$ cat config.mk
export PLATFORM = sky130hd
export DESIGN_NAME = lru_replacer_pin_unpin
export DESIGN_NICKNAME = d
export VERILOG_FILES = /design/src/lrp_pkg.sv /design/src/lrp_order.sv /design/src/lru_replacer_pin_unpin.sv
export SDC_FILE = /design/constraint.sdc
export NUM_CORES = 1
export LEC_CHECK = 0
export BUFFER_PORTS_ARGS = -buffer_cell sky130_fd_sc_hd__buf_2
export CORE_MARGIN = 2
export CORE_UTILIZATION = 45
export CTS_CLUSTER_SIZE = 16
export DETAILED_ROUTE_END_ITERATION = 10
export PLACE_DENSITY = 0.63
export RECOVER_POWER = 50
export SLEW_MARGIN = 20
export SYNTH_ARGS = -nofsm -noshare
export SYNTH_HDL_FRONTEND = slang
export SYNTH_SLANG_ARGS = --single-unit
$ cat constraint.sdc
create_clock -name clk -period 7.1 [get_ports clk]
set_clock_uncertainty 0.05 [all_clocks]
set_input_delay 0.71 -clock clk [delete_from_list [all_inputs] [get_ports clk]]
set_output_delay 0.71 -clock clk [all_outputs]
set_load 0.02 [all_outputs]
$ cat src/lrp_pkg.sv
`default_nettype none

package lrp_pkg;

	localparam int NUM_FRAMES = 32;
	localparam int FRAME_W    = 5;
	localparam int SLOT_W     = $clog2(NUM_FRAMES);
	localparam int CNT_W      = 6;

	typedef enum logic [1:0] {
		OP_VICTIM = 2'd0,
		OP_PIN    = 2'd1,
		OP_UNPIN  = 2'd2
	} op_t;

	// operation presented to the order tracker, valid only when it commits
	typedef struct packed {
		logic               valid;
		logic [1:0]         op;
		logic [FRAME_W-1:0] frame;
	} lrp_req_t;

	typedef struct packed {
		logic               found;
		logic [FRAME_W-1:0] victim_frame;
		logic [CNT_W-1:0]   tracked_count;
	} lrp_rsp_t;

endpackage

`default_nettype wire

$ cat src/lrp_order.sv
`default_nettype none

module lrp_order (
	input  wire logic             clk,
	input  wire logic             arst_n,
	input  wire lrp_pkg::lrp_req_t req,
	output      lrp_pkg::lrp_rsp_t rsp
);
	import lrp_pkg::*;

	logic [FRAME_W-1:0] order_q [NUM_FRAMES];
	logic [FRAME_W-1:0] order_d [NUM_FRAMES];
	logic [NUM_FRAMES-1:0] tracked_q;
	logic [NUM_FRAMES-1:0] tracked_d;
	logic [CNT_W-1:0]      occ_q;
	logic [CNT_W-1:0]      occ_d;

	logic [NUM_FRAMES-1:0] match;
	logic [NUM_FRAMES-1:0] hit_mask;
	logic [NUM_FRAMES-1:0] shift_mask;
	logic [SLOT_W-1:0]     tail_idx;
	logic [SLOT_W-1:0]     frame_idx;
	logic [SLOT_W-1:0]     head_idx;
	logic                  frame_ok;
	logic                  is_victim;
	logic                  is_pin;
	logic                  is_unpin;
	logic                  do_victim;
	logic                  do_pin;
	logic                  do_unpin;

	assign frame_ok  = (32'(req.frame) < NUM_FRAMES);
	assign frame_idx = SLOT_W'(req.frame);
	assign head_idx  = SLOT_W'(order_q[0]);
	assign tail_idx  = occ_q[SLOT_W-1:0];

	always_comb begin
		is_victim = 1'b0;
		is_pin    = 1'b0;
		is_unpin  = 1'b0;
		case (op_t'(req.op))
			OP_VICTIM: is_victim = 1'b1;
			OP_PIN:    is_pin    = 1'b1;
			OP_UNPIN:  is_unpin  = 1'b1;
			default:   ;
		endcase
	end

	assign do_victim = req.valid && is_victim && (occ_q != '0);
	assign do_pin    = req.valid && is_pin && frame_ok && tracked_q[frame_idx];
	assign do_unpin  = req.valid && is_unpin && frame_ok && !tracked_q[frame_idx]
		&& (32'(occ_q) < NUM_FRAMES);

	// parallel match; on a pin, slots at and above the hit close the gap; a victim shifts every slot
	for (genvar k = 0; k < NUM_FRAMES; k++) begin : g_slot
		assign match[k]    = (order_q[k] == req.frame);
		assign hit_mask[k] = |match[k:0];
		assign shift_mask[k] = do_victim || (do_pin && hit_mask[k]);

		if (k == NUM_FRAMES - 1) begin : g_last
			always_comb begin
				order_d[k] = order_q[k];
				if (do_unpin && tail_idx == SLOT_W'(k)) begin
					order_d[k] = req.frame;
				end
			end
		end else begin : g_mid
			always_comb begin
				order_d[k] = shift_mask[k] ? order_q[k+1] : order_q[k];
				if (do_unpin && tail_idx == SLOT_W'(k)) begin
					order_d[k] = req.frame;
				end
			end
		end
	end

	always_comb begin
		tracked_d = tracked_q;
		occ_d     = occ_q;
		if (do_victim) begin
			tracked_d[head_idx] = 1'b0;
			occ_d = occ_q - CNT_W'(1);
		end
		if (do_pin) begin
			tracked_d[frame_idx] = 1'b0;
			occ_d = occ_q - CNT_W'(1);
		end
		if (do_unpin) begin
			tracked_d[frame_idx] = 1'b1;
			occ_d = occ_q + CNT_W'(1);
		end
	end

	always_ff @(posedge clk) begin
		if (req.valid) begin
			order_q <= order_d;
		end
	end

	always_ff @(posedge clk or negedge arst_n) begin
		if (!arst_n) begin
			tracked_q <= '0;
			occ_q     <= '0;
		end else if (req.valid) begin
			tracked_q <= tracked_d;
			occ_q     <= occ_d;
		end
	end

	assign rsp.found         = do_victim;
	assign rsp.victim_frame  = do_victim ? order_q[0] : '0;
	assign rsp.tracked_count = occ_d;

`ifndef ASSERT_OFF
	a_occ_bound: assert property (@(posedge clk) disable iff (!arst_n)
		32'(occ_q) <= NUM_FRAMES)
		else $error("occupancy above capacity");

	a_flags_match_occ: assert property (@(posedge clk) disable iff (!arst_n)
		$countones(tracked_q) == 32'(occ_q))
		else $error("tracked flags disagree with occupancy");

	a_victim_drops_one: assert property (@(posedge clk) disable iff (!arst_n)
		do_victim |=> occ_q == $past(occ_q) - CNT_W'(1))
		else $error("victim did not remove exactly one frame");

	a_unpin_sets_flag: assert property (@(posedge clk) disable iff (!arst_n)
		do_unpin |=> tracked_q[$past(frame_idx)])
		else $error("unpinned frame not tracked");
`endif

endmodule

`default_nettype wire

$ cat src/lru_replacer_pin_unpin.sv
`default_nettype none

// lru replacement tracker with pinning for a buffer pool of NUM_FRAMES frames
//
// input channel: operation (victim request, pin, unpin) and frame, moved by
//   in_valid / in_stall; a transfer happens when in_valid is high and in_stall low
// output channel: found, victim_frame, tracked_count, moved by out_valid /
//   out_stall; exactly one result per input transfer, in order
// path: each operation is held in the input register, then its result in the
//   result register, until the result transfer
// throughput: one operation per cycle while the output is not stalled; the whole
//   update (parallel frame match, gap-closing shift of the recency slots, flag and
//   count update) fits between the input register and the result register
// stall: while out_stall holds a waiting result, one more operation may sit in
//   the input register; in_stall rises only when both are full
// reset: arst_n clears the tracked flags, the count and both valid bits; the
//   recency slots are not cleared, since only slots below the count are read
// unused operation code and out-of-range frames change nothing and report the count

module lru_replacer_pin_unpin (
	input  wire logic                        clk,
	input  wire logic                        arst_n,
	// input channel
	input  wire logic                        in_valid,
	output      logic                        in_stall,
	input  wire logic [1:0]                  operation,
	input  wire logic [lrp_pkg::FRAME_W-1:0] frame,
	// output channel
	output      logic                        out_valid,
	input  wire logic                        out_stall,
	output      logic                        found,
	output      logic [lrp_pkg::FRAME_W-1:0] victim_frame,
	output      logic [lrp_pkg::CNT_W-1:0]   tracked_count
);
	import lrp_pkg::*;

	// input register stage
	logic               valid_s1;
	logic [1:0]         op_s1;
	logic [FRAME_W-1:0] frame_s1;
	logic               advance;

	// result register
	logic               res_valid_q;
	lrp_rsp_t           res_q;

	lrp_req_t           req;
	lrp_rsp_t           rsp;

	// stage 1 moves on when the result register is empty or being drained
	assign advance  = !res_valid_q || !out_stall;
	assign in_stall = valid_s1 && !advance;

	always_ff @(posedge clk or negedge arst_n) begin
		if (!arst_n) begin
			valid_s1 <= 1'b0;
		end else if (!in_stall) begin
			valid_s1 <= in_valid;
		end
	end

	always_ff @(posedge clk) begin
		if (in_valid && !in_stall) begin
			op_s1    <= operation;
			frame_s1 <= frame;
		end
	end

	// the operation commits to the state only in the cycle it moves to the result
	assign req.valid = valid_s1 && advance;
	assign req.op    = op_s1;
	assign req.frame = frame_s1;

	lrp_order u_order (
		.clk    (clk),
		.arst_n (arst_n),
		.req    (req),
		.rsp    (rsp)
	);

	always_ff @(posedge clk or negedge arst_n) begin
		if (!arst_n) begin
			res_valid_q <= 1'b0;
		end else if (advance) begin
			res_valid_q <= valid_s1;
		end
	end

	always_ff @(posedge clk) begin
		if (req.valid) begin
			res_q <= rsp;
		end
	end

	assign out_valid     = res_valid_q;
	assign found         = res_q.found;
	assign victim_frame  = res_q.victim_frame;
	assign tracked_count = res_q.tracked_count;

`ifndef ASSERT_OFF
	a_no_drop_on_stall: assert property (@(posedge clk) disable iff (!arst_n)
		res_valid_q && out_stall |=> res_valid_q && $stable(res_q))
		else $error("stalled result changed or dropped");

	a_stall_only_when_full: assert property (@(posedge clk) disable iff (!arst_n)
		in_stall |-> valid_s1 && res_valid_q)
		else $error("input stalled with free space");

	a_victim_reports_found: assert property (@(posedge clk) disable iff (!arst_n)
		req.valid && rsp.found |-> rsp.tracked_count < CNT_W'(NUM_FRAMES))
		else $error("victim found with full count");
`endif

endmodule

`default_nettype wire
# Word-level counts from Yosys, hierarchy flattened
# Index checks and enable logic that the tools add are counted.
# W data, S select, Z words.
dict set report totals {
  ff_bits 219
  in_bits 11
  output_inout_bits 14
  elab_cells 402
}
dict set report classes {
  n_addsub 2
  magnitude_cmp 5
  n_eq_ne 64
  mux 77
  n_bitwise 5
  reduce_logical 208
}
# cell n
set op_table {}
lappend op_table {{$mux W5} 62}
lappend op_table {{$eq A5 B5 Y1} 31}
lappend op_table {{$mux W32} 3}
lappend op_table {{$eq A5 B5 Y1 const B} 16}
lappend op_table {{$logic_and A1 B1 Y1} 75}
lappend op_table {{$and A32 B32 Y32} 2}
lappend op_table {{$not A32 Y32} 2}
lappend op_table {{$reduce_and A2 Y1} 32}
lappend op_table {{$reduce_bool A2 Y1} 31}
lappend op_table {{$eq A5 B4 Y1 const B} 8}
lappend op_table {{$logic_or A1 B1 Y1} 32}
lappend op_table {{$or A32 B32 Y32} 1}
lappend op_table {{$reduce_or A31 Y1} 1}
lappend op_table {{$reduce_or A30 Y1} 1}
lappend op_table {{$reduce_or A29 Y1} 1}
lappend op_table {{$reduce_or A28 Y1} 1}
lappend op_table {{$reduce_or A27 Y1} 1}
lappend op_table {{$reduce_or A26 Y1} 1}
lappend op_table {{$reduce_or A25 Y1} 1}
lappend op_table {{$reduce_or A24 Y1} 1}
lappend op_table {{$reduce_or A23 Y1} 1}
lappend op_table {{$reduce_or A22 Y1} 1}
lappend op_table {{$reduce_or A21 Y1} 1}
lappend op_table {{$eq A5 B3 Y1 const B} 4}
lappend op_table {{36 further kinds} 51}

# Logic depth before layout (Yosys ltp)
# Gate-level depths: netlist (run 1).
dict set report depth {
  depth_word 11
  depth_mapped 12
  mapped_depth_nobuf 9
}

# Cells and area by module
# From an unflattened synthesis (run 1), not the netlist that was laid out.
dict set report unflattened {
  cells_unflattened 983
  area_unflattened_um2 12503.2
}
# module n_inst cells_each area_each_um2
set by_module_without_submodules {}
lappend by_module_without_submodules {lrp_order 1 956 11840.1}
lappend by_module_without_submodules {lru_replacer_pin_unpin 1 27 663.1}

# Worst setup path before layout (run 1)
# Ideal clock, no wire load.
dict set report synth_path {
  path_type {input -> register}
  startpoint {in out_stall}
  endpoint {reg u_order.order_q[25] (netlist name), enable pin}
  arrival_time_ns 3.261
  required_ns 6.729
  slack_ns 3.468
  cell_stages 8
  cell_sequence {a21boi_0 -> nor2b_1 -> o211a_1 -> buf_2 -> buf_1 -> clkbuf_1 -> o31ai_1 -> nand4_1}
}
dict set report synth_between {
  elab_chain_len 9
  word_cells_on_any_way 15
  cone_classes {15 x reduce/logical}
}
# item line
set synth_rtl {}
lappend synth_rtl {{start: declaration} lru_replacer_pin_unpin.sv:30} ;# input wire logic out_stall,
lappend synth_rtl {{$logic_not A1 Y1 *} lru_replacer_pin_unpin.sv:51} ;# assign advance = !res_valid_q || !out_stall;
lappend synth_rtl {{$logic_or A1 B1 Y1 *} lru_replacer_pin_unpin.sv:51}
lappend synth_rtl {{$logic_and A1 B1 Y1 *} lru_replacer_pin_unpin.sv:70} ;# assign req.valid = valid_s1 && advance;
lappend synth_rtl {{$logic_and A1 B1 Y1 (on tied branches) (2 in series)} {lrp_order.sv:51, lrp_order.sv:50}}
lappend synth_rtl {{$logic_and A1 B1 Y1 (on tied branches)} {lrp_order.sv:52, lrp_order.sv:58}}
lappend synth_rtl {{$logic_and A1 B1 Y1 or $logic_or A1 B1 Y1 (tied branches)} {lrp_order.sv:70, lrp_order.sv:58}}
lappend synth_rtl {{$reduce_bool A2 Y1 (no line)} -}
lappend synth_rtl {{$reduce_and A2 Y1 (no line) *} -}
lappend synth_rtl {{end signal: assignment} lrp_order.sv:96} ;# order_q <= order_d;
lappend synth_rtl {{end: declaration} lrp_order.sv:11} ;# logic [FRAME_W-1:0] order_q [NUM_FRAMES];
# Every way passes the cells marked *; elsewhere a longest branch is shown, timed or not.
# A chain may end at the register's enable or synchronous reset.

==> results of run 1 <==
[power groups by stage]
stage / clock (mW) / sequential, mW / combinational (mW)
CTS: 1.36 / 1.53 / 0.486
finish: 1.33 / 1.53 / 0.429
floorplan: 0 / 1.54 / 0.355
global route: 1.40 / 1.54 / 0.471
detailed placement: 0 / 1.56 / 0.484
global placement: 0 / 1.56 / 0.479
[path summary, 6_finish.rpt]
kind | startpoint | to | cells after the start
max in group asynchronous | arst_n | u_order.occ_q[3] | 1
min in group asynchronous | arst_n | valid_s1 | 1
worst min-delay path | frame[4] | frame_s1[4] | 1
worst max register to register | out_valid | u_order.order_q[15] | 7
worst min register to register | valid_s1 | out_valid | 1
worst max-delay path | out_valid | u_order.order_q[15] | 7
[metal layers]
metal	global-route usage, %	part of all wire (%)
met5	0	0
met4	4.87	2.0
met3	2.40	4.7
met2	30.8	47
met1	26.3	47
[state kept, by name (all words and copies together) (netlist names)]
register           cells
op_s1                  2
u_order.tracked_q     32
u_order.order_q      155
u_order.occ_q          6
victim_frame           5
u_order.head_idx       5
valid_s1               1
out_valid              1
tracked_count          6
frame_s1               5
found                  1
[area by class of cell]
type / instances / area share, %
Sequential cell: 219 / 48.1
Timing Repair Buffer: 36 / 1.42
Multi-Input combinational cell: 660 / 40.8
Inverter: 8 / 0.226
Clock inverter: 12 / 1.16
Clock buffer: 33 / 5.17
Tap cell: 341 / 3.22
[kinds of logic after synthesis]
family | Yosys count | share of synthesized area [%]
DFF | 219 | 51.4
and+or+nand+nor | 221 | 11.5
AOI/OAI and AO/OA | 105 | 5.76
adders and majority gates | 6 | 0.605
buffers and inverters | 89 | 3.57
muxes | 166 | 15.8
xor gates and xnor gates | 162 | 11.4
[cells in the mapped netlist, drive strengths merged, types with 4 or more instances]
cell type | instances | area share (%)
nor4 | 4 | 0.20
or3b | 6 | 0.42
inv | 8 | 0.24
nand3b | 16 | 0.97
or3 | 8 | 0.44
nand2 | 25 | 0.78
nor2 | 13 | 0.45
clkbuf | 33 | 1.0
mux4 | 8 | 1.5
buf | 48 | 2.3
o21ai | 47 | 1.9
edfxtp | 179 | 43
and3 | 16 | 0.81
dfrtp | 40 | 8.1
nand4 | 24 | 2.4
o221ai | 32 | 2.3
and2 | 9 | 0.45
xnor2 | 91 | 6.4
ha | 6 | 0.60
nand2b | 8 | 0.40
nor2b | 4 | 0.20
nor3 | 35 | 1.5
nand3 | 48 | 2.2
mux2 | 155 | 14
xor2 | 71 | 5.0
[cells in the final DEF, fill, tap and decap left out, types with 4 or more instances in the layout]
master,instances
inv_1,8
mux2_1,131
nand4_1,24
nand3_1,45
mux4_2,8
ha_1,6
clkbuf_16,25
mux2_2,24
dfrtp_1,40
nand3b_1,16
o21ai_0,37
or3b_1,4
or3_1,8
nand2b_1,8
nor3_1,35
nor2_1,13
edfxtp_1,179
bufinv_16,4
and3_1,16
xor2_1,71
o21ai_1,10
buf_4,7
clkbuf_1,24
nor4_1,4
xnor2_1,91
nand2_1,25
clkinv_1,5
buf_2,9
and2_1,6
o221ai_1,32
[stage by stage]
stage / std cells / util [%]
after floorplan: 968 / -
after global routing: 1309 / 49.1
after detailed placement: 1263 / 46.8
final: 1309 / 49.1
after CTS: 1308 / 49.9
after global placement: 1263 / 46.8
==> flow_summary.yaml, run 1 <==
die:
  ios: 25
  dieArea_mm2: 0.0289
  core-area_mm2: 0.0270
  die_h_um: 170
  initial_utilization_pct: 45.9
  rows: 60
  die_x_um: 170
worst_setup_path:
  slowest_delay_ns: 1.92
  path_buf_inv: 1
  critical_path_required_ns: 7.20
  worst_path_max_delay_cell: "a21boi_0"
  cp_top_family: "compound AO/OA/AOI/OAI gates"
  arrival_ns: 5.42
  cp_cell_sequence: "a21boi_0, nand3b_1, or3_1, nor2_1, buf_12, nand4_1, o21ai_0"
  crit_path_max_fanout: 16
  end_kind: "flip-flop"
  crit_type: "flip-flop to flip-flop"
  reg2reg_slack_ns: 1.78
  startpoint_type: "flip-flop"
clock_network:
  post_cts_resized: 0
  cts_tree: "done"
  ctsHtreeMaxLevel: 1
  path_clk_slew_ns: 0.06
  cts-root-buf: "clkbuf_16"
  max-clock-path-buffers: 3
  cts_buffers: 25
  hold_buffers: 0
  clock_sinks: 219
  clk_latency_ns: 0.52
  cts_setup_buffers: 0
yosys:
  avgSynthCellArea_um2: 12.8
  ys.flop_type: "edfxtp_1"
  ys_seq_area_share_pct: 51.4
  netlist_instances: 968
  synth_edf_count: 179
  netlist_area_mm2: 0.0124
  yosysUniqueCellTypes: 56
  yosysWarnings: 0
  syn_nets: 985
  async_flop_share_pct: 18.3
  ys_ff_latch: 219
power_and_ir_drop:
  power_frac_clock_pct: 40.4
  p_sw_share_pct: 26.2
  power_leakage_nw: 4.64
  max-vdd-ir-drop_mv: 0.171
  power_mw: 3.29
  switchingPower_mw: 0.862
  pwr-share-seq_pct: 46.5
  internal_power_mw: 2.43
  pwr-share-comb_pct: 13.0
  p_per_area_mw_per_mm2: 248
placed_design:
  gp_congestion: 0.809
  portBuffers: 24
  hpwl_um: 17200
  dp_worst_setup_slack_ns: 2.53
  placed_area_mm2: 0.0126
final_layout:
  regArea_mm2: 0.00638
  n_antenna_cell: 0
  stdcell_area_mm2: 0.0133
  nFillCells: 2386
  layout-drive-gt1-share_pct: 9.50
  multi_input_area_mm2: 0.00541
  area_growth_pct: 6.87
  num-nets-final: 967
sta:
  worst_slack_ns: 1.78
  finalHoldViolCount: 0
  setup_tns_ns: 0
  period_minus_slack_ns: 5.32
  relSlewSlack_pct: -72.2
  setup_viol: 0
  fin_crit_sh_pct: 74.9
  max_freq_mhz: 188
  rsz0062_at_grt: "false"
  tightest_slew_ns: 2.56
  slew_viol_final: 131
  fin_hold_ws_ns: 0.312
global_route:
  grt.total_usage_pct: 18.7
  grt_pass1_wl_um: 42800
  antenna_found_initial: 0
  grt_pass1_vias: 7862
  grt_max_degree: 76
  grt_overflow: 0
route:
  post-route-drc-count: 0
  wire_per_inst_um: 20.4
  wirelength_um: 26700
  viasPerCell: 5.81
  dr.pass1.iters: 5
  vias: 7609
  drt_iter0_markers: 596
  antenna_left: 0
min_path:
  hp-class: "input port to flip-flop"
run_status:
  outcome: "complete, but fails checks"
  violations: "max-capacitance violations, max-slew violations"
job:
  maxCapViolCount: 4
Power figures use the tool's default switching activity.
==> inputs of run 2 (changes only) <==
--- a/config.mk
+++ b/config.mk
@@ -10,7 +10,7 @@
 export CORE_UTILIZATION = 45
 export CTS_CLUSTER_SIZE = 16
 export DETAILED_ROUTE_END_ITERATION = 10
-export PLACE_DENSITY = 0.63
+export PLACE_DENSITY = 0.66
 export RECOVER_POWER = 50
 export SLEW_MARGIN = 20
 export SYNTH_ARGS = -nofsm -noshare
==> constraint.sdc (replaced) <==
create_clock -name clk -period 4.45 [get_ports clk]
set_clock_uncertainty 0.05 [all_clocks]
set_input_delay 0.445 -clock clk [delete_from_list [all_inputs] [get_ports clk]]
set_output_delay 0.445 -clock clk [all_outputs]
set_load 0.02 [all_outputs]
==> flow_summary.yaml, run 2 (same netlist as run 1, synthesis figures left out) <==
run_status:
  outcome: "complete, but fails checks"
  violations: "max-capacitance violations, max-slew violations"
power_and_ir_drop:
  pwr-share-seq_pct: 49.0
  switchingPower_mw: 1.32
  max-vdd-ir-drop_mv: 0.312
  power_leakage_nw: 4.67
  internal_power_mw: 3.67
  p_sw_share_pct: 26.5
  power_frac_clock_pct: 37.1
  pwr-share-comb_pct: 13.9
  p_per_area_mw_per_mm2: 375
final_layout:
  post-route-util_pct: 49.2
  largest_register_ffs: 155
  largestRegisters: "u_order.order_q (155), u_order.tracked_q (32)"
  area_growth_pct: 7.07
  final_common_cell: "edfxtp_1"
  top_register: "u_order.order_q"
  num-nets-final: 979
  n_antenna_cell: 0
  layout_common_cells: "edfxtp_1, mux2_1, xnor2_1"
  layout-drive-gt1-share_pct: 10.4
worst_setup_path:
  reg2reg_slack_ns: 0.53
  regToRegEndpoint: "u_order.order_q[16]"
  path_buf_inv: 1
  cp_cell_sequence: "clkbuf_1, xor2_1, nor3_1, nor3_1, nand3_1, nor4_1, o21ai_0"
  reg2regPathDepth: 7
  end_kind: "flip-flop"
  critPathLaunch: "frame_s1[2]"
  r2r-start: "frame_s1[2]"
  crit_top_cell: "nor3_1"
  crit_type: "flip-flop to flip-flop"
  critical_path_required_ns: 4.58
  critical_path_cell_count: 7
  endpoint: "u_order.order_q[16]"
  worst_path_max_delay_cell: "clkbuf_1"
  cp_top_family: "simple AND/OR/NAND/NOR gates"
  startpoint_type: "flip-flop"
  arrival_ns: 4.05
  crit_path_max_fanout: 18
  slowest_delay_ns: 0.86
route:
  antenna_left: 0
  drt_iter0_markers: 534
  vias: 7699
  wire_per_inst_um: 19.9
  post-route-drc-count: 0
  wirelength_um: 26300
  viasPerCell: 5.84
  dr.pass1.iters: 5
clock_network:
  cts_buffers: 24
  cts-root-buf: "clkbuf_16"
  cts_setup_buffers: 0
  path_clk_slew_ns: 0.06
  cts_tree: "done"
  max-clock-path-buffers: 3
  post_cts_resized: 0
  hold_buffers: 0
  clk_latency_ns: 0.51
  ctsHtreeMaxLevel: 1
  clock_sinks: 219
job:
  maxCapViolCount: 1
die:
  die_h_um: 170
  core-area_mm2: 0.0270
  ios: 25
  initial_utilization_pct: 45.9
  rows: 60
  die_x_um: 170
  dieArea_mm2: 0.0289
global_route:
  grt_overflow: 0
  grt_max_degree: 49
  grt_pass1_vias: 7704
  antenna_found_initial: 0
  grt.total_usage_pct: 18.4
  grt_pass1_wl_um: 42600
sta:
  tightest_slew_ns: 2.25
  slew_viol_final: 41
  max_freq_mhz: 255
  fin_crit_sh_pct: 88.1
  setup_viol: 0
  relSlewSlack_pct: -49.8
  setup_tns_ns: 0
  rsz0062_at_grt: "false"
  finalHoldViolCount: 0
  fin_hold_ws_ns: 0.0700
  period_minus_slack_ns: 3.92
min_path:
  hp-class: "input port to flip-flop"
placed_design:
  portBuffers: 24
  gp_congestion: 0.796
  hpwl_um: 17400
[run 2: cell types whose count changed in the layout (fill, tap and decap cells not counted), moves of 2 or more]
cell / change
clkinv_1: -4
bufinv_16: -4
o21ai_1: -8
buf_4: +12
clkbuf_1: +5
o21ai_0: +8
buf_12: +2
[run 2: power by group through the flow]
stage / registers (mW) / logic (mW) / clock network (mW)
after global routing: 2.46 / 0.761 / 1.97
final: 2.45 / 0.691 / 1.85
after floorplan: 2.46 / 0.567 / 0
after detailed placement: 2.49 / 0.779 / 0
after CTS: 2.45 / 0.783 / 1.90
after global placement: 2.48 / 0.772 / 0
[run 2: layout make-up]
cell class                 count  area (um2)
tap                          341         427
clock inverter                 3        13.8
clock buffer                  39         708
sequential                   219        6380
multi-input combinational    660        5420
inverter                       8        30.0
fill                        2356       13700
timing repair buffer          49         315
[run 2: worst min path at each step]
| stage | start | endpoint | cells after the start | slack [ns] |
|---|---|---|---|---|
| final | frame[0] | frame_s1[0] | 1 | 0.07 |
| after global placement | valid_s1 | out_valid | 1 | 0.42 |
| after CTS | arst_n | u_order.occ_q[0] | 1 | 0.05 |
| after floorplan | arst_n | out_valid | 0 | 0.1 |
| after global routing | frame[3] | frame_s1[3] | 1 | 0.05 |
| after detailed placement | valid_s1 | out_valid | 1 | 0.42 |
[run 2: through the flow]
stage / power (mW) / area, um2 / setup slack, ns / std cells
after global placement: 3.26 / 12800 / 0.732 / 1277
final: 4.99 / 13300 / 0.530 / 1319
after global routing: 5.20 / 13300 / 0.192 / 1319
after detailed placement: 3.26 / 12800 / 0.686 / 1277
after floorplan: 3.03 / 12400 / 1.01 / 968
after CTS: 5.13 / 13500 / 0.677 / 1319
[run 2: routing by layer]
metal	wire length, um	vias up	GRT usage, %	part of all wire, %
met4	359	0	4.42	1.4
met1	12300	3830	26.3	47
met5	0	-	0	0
met2	12100	225	29.4	46
met3	1480	31	2.95	5.6
li1	-	3613	-	-
[run 2: worst register-to-register path, delay by kind of cell (launching register included)]
family | cells | cell delay [ns]
buffers and inverters | 1 | 0.87
and+or+nand+nor | 4 | 1.31
AOI/OAI and AO/OA | 1 | 0.40
xor gates and xnor gates | 1 | 0.23
DFF | 1 | 0.75
==> inputs of run 3 (changes only) <==
--- a/config.mk
+++ b/config.mk
@@ -11,7 +11,6 @@
 export CTS_CLUSTER_SIZE = 16
 export DETAILED_ROUTE_END_ITERATION = 10
 export PLACE_DENSITY = 0.66
-export RECOVER_POWER = 50
 export SLEW_MARGIN = 20
 export SYNTH_ARGS = -nofsm -noshare
 export SYNTH_HDL_FRONTEND = slang
==> flow_summary.yaml, run 3 (same netlist as run 1, synthesis figures left out) <==
die:
  dieArea_mm2: 0.0289
  ios: 25
  core-area_mm2: 0.0270
  initial_utilization_pct: 45.9
  die_x_um: 170
  die_h_um: 170
  rows: 60
clock_network:
  ctsHtreeMaxLevel: 1
  path_clk_slew_ns: 0.06
  clk_latency_ns: 0.51
  cts_buffers: 24
  post_cts_resized: 0
  max-clock-path-buffers: 3
  hold_buffers: 0
  cts_setup_buffers: 0
  cts-root-buf: "clkbuf_16"
  cts_tree: "done"
  clock_sinks: 219
sta:
  period_minus_slack_ns: 3.74
  fin_crit_sh_pct: 84.0
  slew_viol_final: 0
  setup_tns_ns: 0
  rsz0062_at_grt: "false"
  setup_viol: 0
  max_freq_mhz: 267
  relSlewSlack_pct: 27.9
  tightest_slew_ns: 1.08
  worst_slack_ns: 0.711
  finalHoldViolCount: 0
worst_setup_path:
  startpoint_type: "flip-flop"
  critical_path_required_ns: 4.58
  end_kind: "flip-flop"
  arrival_ns: 3.87
  crit_path_max_fanout: 48
  crit_type: "flip-flop to flip-flop"
placed_design:
  dp_worst_setup_slack_ns: 0.686
  hpwl_um: 17400
  gp_congestion: 0.796
  portBuffers: 24
power_and_ir_drop:
  p_per_area_mw_per_mm2: 377
  power_leakage_nw: 4.76
  max-vdd-ir-drop_mv: 0.313
final_layout:
  regArea_mm2: 0.00638
  final_common_cell: "edfxtp_1"
  multi_input_area_mm2: 0.00560
  area_growth_pct: 8.74
  layout_common_cells: "edfxtp_1, mux2_1, xnor2_1"
  largest_register_ffs: 155
  n_antenna_cell: 0
  num-nets-final: 979
  layout-drive-gt1-share_pct: 13.9
  top_register: "u_order.order_q"
  largestRegisters: "u_order.order_q (155), u_order.tracked_q (32)"
  nFillCells: 2324
global_route:
  grt_pass1_vias: 7704
  grt_max_degree: 49
  grt_pass1_wl_um: 42600
  grtUsageMet2_pct: 29.4
  grt_overflow: 0
  grtUsageMet1_pct: 26.3
  grt_use_met3_pct: 2.95
  antenna_found_initial: 0
  grt_busiest_layer: "met2"
  grt.total_usage_pct: 18.4
route:
  wirelength_um: 26200
  vias: 7678
  viasPerCell: 5.82
  antenna_left: 0
  post-route-drc-count: 0
  drt_iter0_markers: 645
  wire_per_inst_um: 19.9
  dr.pass1.iters: 5
job:
  maxCapViolCount: 0
min_path:
  hp-class: "input port to asynchronous set/reset pin"
run_status:
  outcome: "complete, no violations"
## run 3: changes by cell type in the layout (fill, tap and decap cells not counted), sizes merged
| cell | delta |
|---|---|
| buf | +18 |
| clkbuf | -18 |
## run 3: worst max-delay path: stages (launching register included)
cell and delay (ns):
edfxtp_1 0.76, buf_4 0.63, xor2_1 0.22, nor3_1 0.10, nor3_1 0.37, nand4_1 0.25, nor4_1 0.63, o21ai_0 0.40
## run 3: final cells by class
class / count / share of cell area, %
Clock buffer: 39 / 5.25
Clock inverter: 3 / 0.102
Inverter: 8 / 0.222
Multi-Input combinational cell: 660 / 41.5
Sequential cell: 219 / 47.2
Tap cell: 341 / 3.16
Timing Repair Buffer: 49 / 2.56
## run 3: final timing paths
kind / from / to / slack, ns / cells after the start
max in group asynchronous: arst_n / u_order.tracked_q[30] / 3.74 / 1
min in group clk: frame[0] / frame_s1[0] / 0.07 / 1
max reg2reg: frame_s1[0] / u_order.order_q[16] / 0.71 / 7
min reg2reg: valid_s1 / out_valid / 0.44 / 1
max: frame_s1[0] / u_order.order_q[16] / 0.71 / 7
min: arst_n / u_order.tracked_q[20] / 0.03 / 1
## run 3: power by group
group | internal [mW] | total [mW] | switching (mW)
clock network | 1.08 | 1.85 | 0.775
registers | 2.34 | 2.45 | 0.107
logic | 0.264 | 0.782 | 0.518
## run 3: metal layers
| layer | wire [um] | vias to the layer above | share of wire, % |
|---|---|---|---|
| met4 | 401 | 0 | 1.5 |
| met1 | 12300 | 3816 | 47 |
| met3 | 1470 | 29 | 5.6 |
| li1 | - | 3608 | - |
| met5 | 0 | - | 0 |
| met2 | 12100 | 225 | 46 |
## run 3: metrics by stage
| stage | utilization, % | instance area [um2] | hold WS, ns | power [mW] | instances |
|---|---|---|---|---|---|
| after global placement | 47.3 | 12800 | 0.416 | 3.26 | 1277 |
| after detailed placement | 47.3 | 12800 | 0.416 | 3.26 | 1277 |
| after floorplan | - | 12400 | 0.0994 | 3.03 | 968 |
| after CTS | 50.0 | 13500 | 0.0497 | 5.13 | 1319 |
| final | 50.0 | 13500 | 0.0287 | 5.08 | 1319 |
| after global routing | 50.0 | 13500 | 0.0453 | 5.28 | 1319 |
